### config.mk
export PLATFORM = sky130hd
export DESIGN_NAME = mvpid_div
export DESIGN_NICKNAME = d
export VERILOG_FILES = /design/src/sv/mvpid_pkg.sv /design/src/sv/mvpid_div.sv
export SDC_FILE = /design/constraint.sdc
export NUM_CORES = 1
export LEC_CHECK = 0
export BUFFER_PORTS_ARGS = -buffer_cell sky130_fd_sc_hd__clkbuf_2
export CAP_MARGIN = 10
export CORE_UTILIZATION = 45
export DETAILED_ROUTE_END_ITERATION = 8
export PLACE_DENSITY = 0.7
export SLEW_MARGIN = 40
export SYNTH_ARGS = -nofsm -noshare
export SYNTH_HDL_FRONTEND = slang
export SYNTH_SLANG_ARGS = --single-unit
export TNS_END_PERCENT = 30
### constraint.sdc
create_clock -name clk -period 7 [get_ports clk]
set_input_delay 1.4 -clock clk [delete_from_list [all_inputs] [get_ports clk]]
set_output_delay 1.4 -clock clk [all_outputs]
set_load 0.005 [all_outputs]
### src/sv/mvpid_pkg.sv
// ----------------------------------------------------------------------------
// mvpid_pkg
// Shared types and constants for the motor velocity PID block.
// ----------------------------------------------------------------------------
package mvpid_pkg;

  localparam int MUL_W = 64;   // serial multiplier operand/product width
  localparam int DEN_W = 40;   // divider denominator width

  localparam longint MICRO       = 1000000;
  localparam longint DEF_TICK_US = 10000;
  localparam longint W24_MAX     = 8388607;
  localparam longint TERM_SAT    = 64'sd1 << 48;
  localparam longint MIN_BAT_MV  = 1000;

  typedef enum logic [3:0] {
    CFG_GAIN_P     = 4'd0,
    CFG_GAIN_I     = 4'd1,
    CFG_GAIN_D     = 4'd2,
    CFG_ALPHA      = 4'd3,
    CFG_ACCEL      = 4'd4,
    CFG_TOP_SPEED  = 4'd5,
    CFG_NOM_BAT    = 4'd6,
    CFG_DEADBAND   = 4'd7
  } cfg_idx_t;

  typedef enum logic [4:0] {
    ST_IDLE, ST_FILT_A, ST_FILT_B, ST_STEP_M, ST_STEP_D, ST_INT_M, ST_INT_D,
    ST_P_M, ST_I_M, ST_D_M1, ST_D_M2, ST_D_D, ST_FF_TOP, ST_FF_NUM, ST_FF_D,
    ST_DB_D, ST_SAT_M, ST_DUTY_M, ST_DUTY_D, ST_FIN
  } state_t;

endpackage

### src/sv/mvpid_div.sv
// ----------------------------------------------------------------------------
// mvpid_div
// Restoring divider, one quotient bit per cycle, rounds half up on magnitudes.
// ----------------------------------------------------------------------------
module mvpid_div (
  input  logic                         clk,
  input  logic                         rst,
  input  logic                         start,
  input  logic [mvpid_pkg::MUL_W-1:0]  num,
  input  logic [mvpid_pkg::DEN_W-1:0]  den,
  output logic [mvpid_pkg::MUL_W-1:0]  quo,
  output logic                         done
);

  localparam int CW = $clog2(mvpid_pkg::MUL_W + 1);

  logic                        busy;
  logic [CW-1:0]               cnt;
  logic [mvpid_pkg::DEN_W-1:0] dreg;
  logic [mvpid_pkg::DEN_W-1:0] rem;
  logic [mvpid_pkg::DEN_W:0]   trial;
  logic                        fits;

  assign trial = {rem, quo[mvpid_pkg::MUL_W-1]};
  assign fits  = trial >= {1'b0, dreg};

  always_ff @(posedge clk) begin
    if (rst) begin
      busy <= 1'b0;
      done <= 1'b0;
      cnt  <= '0;
    end else begin
      done <= 1'b0;
      if (start) begin
        busy <= 1'b1;
        cnt  <= CW'(mvpid_pkg::MUL_W);
      end else if (busy) begin
        if (cnt == '0) begin
          busy <= 1'b0;
          done <= 1'b1;
        end else begin
          cnt <= cnt - 1'b1;
        end
      end
    end
  end

  always_ff @(posedge clk) begin
    if (start) begin
      dreg <= den;
      rem  <= '0;
      quo  <= num + mvpid_pkg::MUL_W'(den >> 1);
    end else if (busy && cnt != '0) begin
      rem <= fits ? mvpid_pkg::DEN_W'(trial - {1'b0, dreg})
                  : trial[mvpid_pkg::DEN_W-1:0];
      quo <= {quo[mvpid_pkg::MUL_W-2:0], fits};
    end
  end

endmodule
==> qor.csv <==
metric;value;unit
place_ws;2.34;ns
end_kind;flop;
worstMarginPinSlew;0.762;ns
cp_max_fo;12;
ir_worst_vdd;0.151;mV
p_leak;5.42;nW
wl_met3;1.86;mm
dr.max_layer_used;met4;
num_antenna_cells;0;
drive_gt1_share;19.3;%
dp_hpwl;22.5;mm
synth-async-reset-ratio;0;%
grt_pass1_vias;9573;
start_kind;primary input;
final-seq-area;4100;um2
finalCriticalPeriod;4.22;ns
grt_pass1_wl;49.4;mm
gp_congestion;0.889;
ys_warn_count;0;
avgSynthCellArea;9.19;um2
fin_skew;0.0110;ns
ys_seq_area_share;36.3;%
synth-edff-count;104;
gr-total-overflow;0;
cts_tree;yes;
die_w;160;um
drc;0;
worstRegToRegCells;12;
cts_max_level;4;
grt_use_total;23.8;%
port_buffers;171;
synth_commonest_cells;a21oi_1, edfxtp_1, nor2_1, ha_1, nand2_1;
vias;9957;
cts_resized;0;
via_per_inst;5.87;
drt_iter0_markers;788;
io_pins;172;
yosys.area.top_type_share;27.7;%
cts_buffer_depth;2;
first_pass_iters;5;
fin_total_pwr;3.12;mW
setup_viol;0;
criticalPathCategory;primary input to flop;
synthCells;1228;
synth_cell_type_count;83;
synth_area_leader_cell;edfxtp_1;
max-cap-violations;0;
clkTransAtPathRegs;0.07;ns
cts_setup_buffers;0;
worst_ep_required_time;7.15;ns
status;finished, final reports clean;
avgRoutedWirePerCell;17.8;um
fin_crit_sh;60.3;%
synth_area_leaders;edfxtp_1, ha_1, dfxtp_1;
fin_ws;2.78;ns
critPathArrivalTime;4.37;ns
coreArea;24500;um2
nets;1550;
antenna_left;0;
grt_max_degree;80;
wl_met1;14.2;mm
antenna_found_initial;0;
drv_slew;0;
cts-root-buf;clkbuf_16;
synthFlopType;edfxtp_1;
met2WireLength;13.6;mm
whs_path_depth;2;
clock-sinks;153;
fin_util;53.0;%
fmax;0.237;GHz
hp-class;flop to flop;
fin_tns_setup;0;ns
syn_to_final_growth;14.9;%
synth_most_common_cell;a21oi_1;
dieArea;25700;um2
finalHoldViolCount;0;
rsz0062_at_grt;false;
row_count;57;
power_density;240;nW/um2
initial_core_util;46.2;%
nFillCells;2262;
hold_buffers;0;
syn_area;11300;um2
multi_input_area;6630;um2
cts_buffers;17;
ys_ff_latch;153;
syn_nets;1418;
die_y;160;um
drt-total-wl;30.3;mm
relSlewSlack;49.2;%
clk_latency;0.43;ns
## worst max-delay path, stage by stage
cell       delay [ns]
clkbuf_2         0.11
ha_1             0.24
fa_1             0.47
a211oi_1         0.31
o21bai_1         0.12
a21oi_1          0.36
o211a_1          0.35
a211oi_2         0.14
o2111ai_1        0.22
buf_4            0.25
a211oi_1         0.12
xnor2_1          0.18
a21oi_1          0.09
## layout make-up
type | instances | share of cell area, %
multi-input cells | 943 | 51.1
flip-flops and latches | 153 | 31.6
clock buffers | 24 | 4.05
repair buffers | 177 | 6.99
clock inverters | 8 | 1.17
inverters | 68 | 1.97
well taps | 324 | 3.12
## stage by stage
step,hold slack (ns),cells,cell area (um2)
4_1_cts,0.449,1697,13000
6_report,0.445,1697,13000
2_1_floorplan,0.425,1228,11300
3_5_place_dp,0.439,1665,12300
3_3_place_gp,0.437,1665,12300
5_1_grt,0.479,1697,13000
## report_power, final
group	leakage, nW	internal [mW]	switching (mW)
clock network	0.331	0.675	0.397
logic	3.67	0.372	0.523
registers	1.42	1.09	0.0610
## sequential cells by signal (all words and copies together) (netlist names)
| name | flops |
|---|---|
| busy | 1 |
| cnt | 7 |
| done | 1 |
| dreg | 40 |
| quo | 64 |
| rem | 40 |
## per-layer routing
layer | vias to the layer above | track usage (%)
met5 | - | 0
met2 | 329 | 36.6
met1 | 4738 | 33.7
met4 | 0 | 7.88
met3 | 52 | 4.29
li1 | 4838 | -
## final timing paths
path                                         from                   end  slack (ns)
worst max-delay path                       num[0]     quo[60]$_DFFE_PP_        2.78
worst min-delay path              busy$_SDFF_PP0_       done$_SDFF_PP0_        0.44
worst max register to register  quo[63]$_DFFE_PP_  rem[36]$_SDFFE_PP0P_        3.59
worst min register to register    busy$_SDFF_PP0_       done$_SDFF_PP0_        0.44
## cell usage in the layout, fill, tap and decap left out, types with 15 or more instances in the layout
| cell | synthesis | routed |
|---|---|---|
| nor2_1 | 89 | 88 |
| o21ai_1 | 15 | 15 |
| dfxtp_1 | 49 | 49 |
| clkbuf_2 | 0 | 170 |
| xnor2_1 | 63 | 63 |
| clkbuf_16 | 0 | 20 |
| xor2_1 | 27 | 27 |
| ha_1 | 81 | 81 |
| mux2_2 | 29 | 29 |
| nand3_1 | 27 | 27 |
| nand2_1 | 78 | 77 |
| a21oi_1 | 139 | 139 |
| and3_1 | 18 | 18 |
| o21ai_0 | 66 | 66 |
| a211oi_1 | 25 | 25 |
| mux2i_1 | 30 | 30 |
| a21o_1 | 40 | 40 |
| inv_1 | 68 | 67 |
| nand4_1 | 21 | 21 |
| edfxtp_1 | 104 | 104 |
## cell families after synthesis
group,Yosys count,synth area share (%)
multiplexers,60,5.65
AO/OA/AOI/OAI,409,23.7
buffers and inverters,132,5.11
XOR/XNOR,90,6.98
adder cells (fa/ha/maj),83,9.33
AND/OR/NAND/NOR,301,12.9
flip-flops,153,36.3
Note: power is estimated with default switching activity, not from simulation.
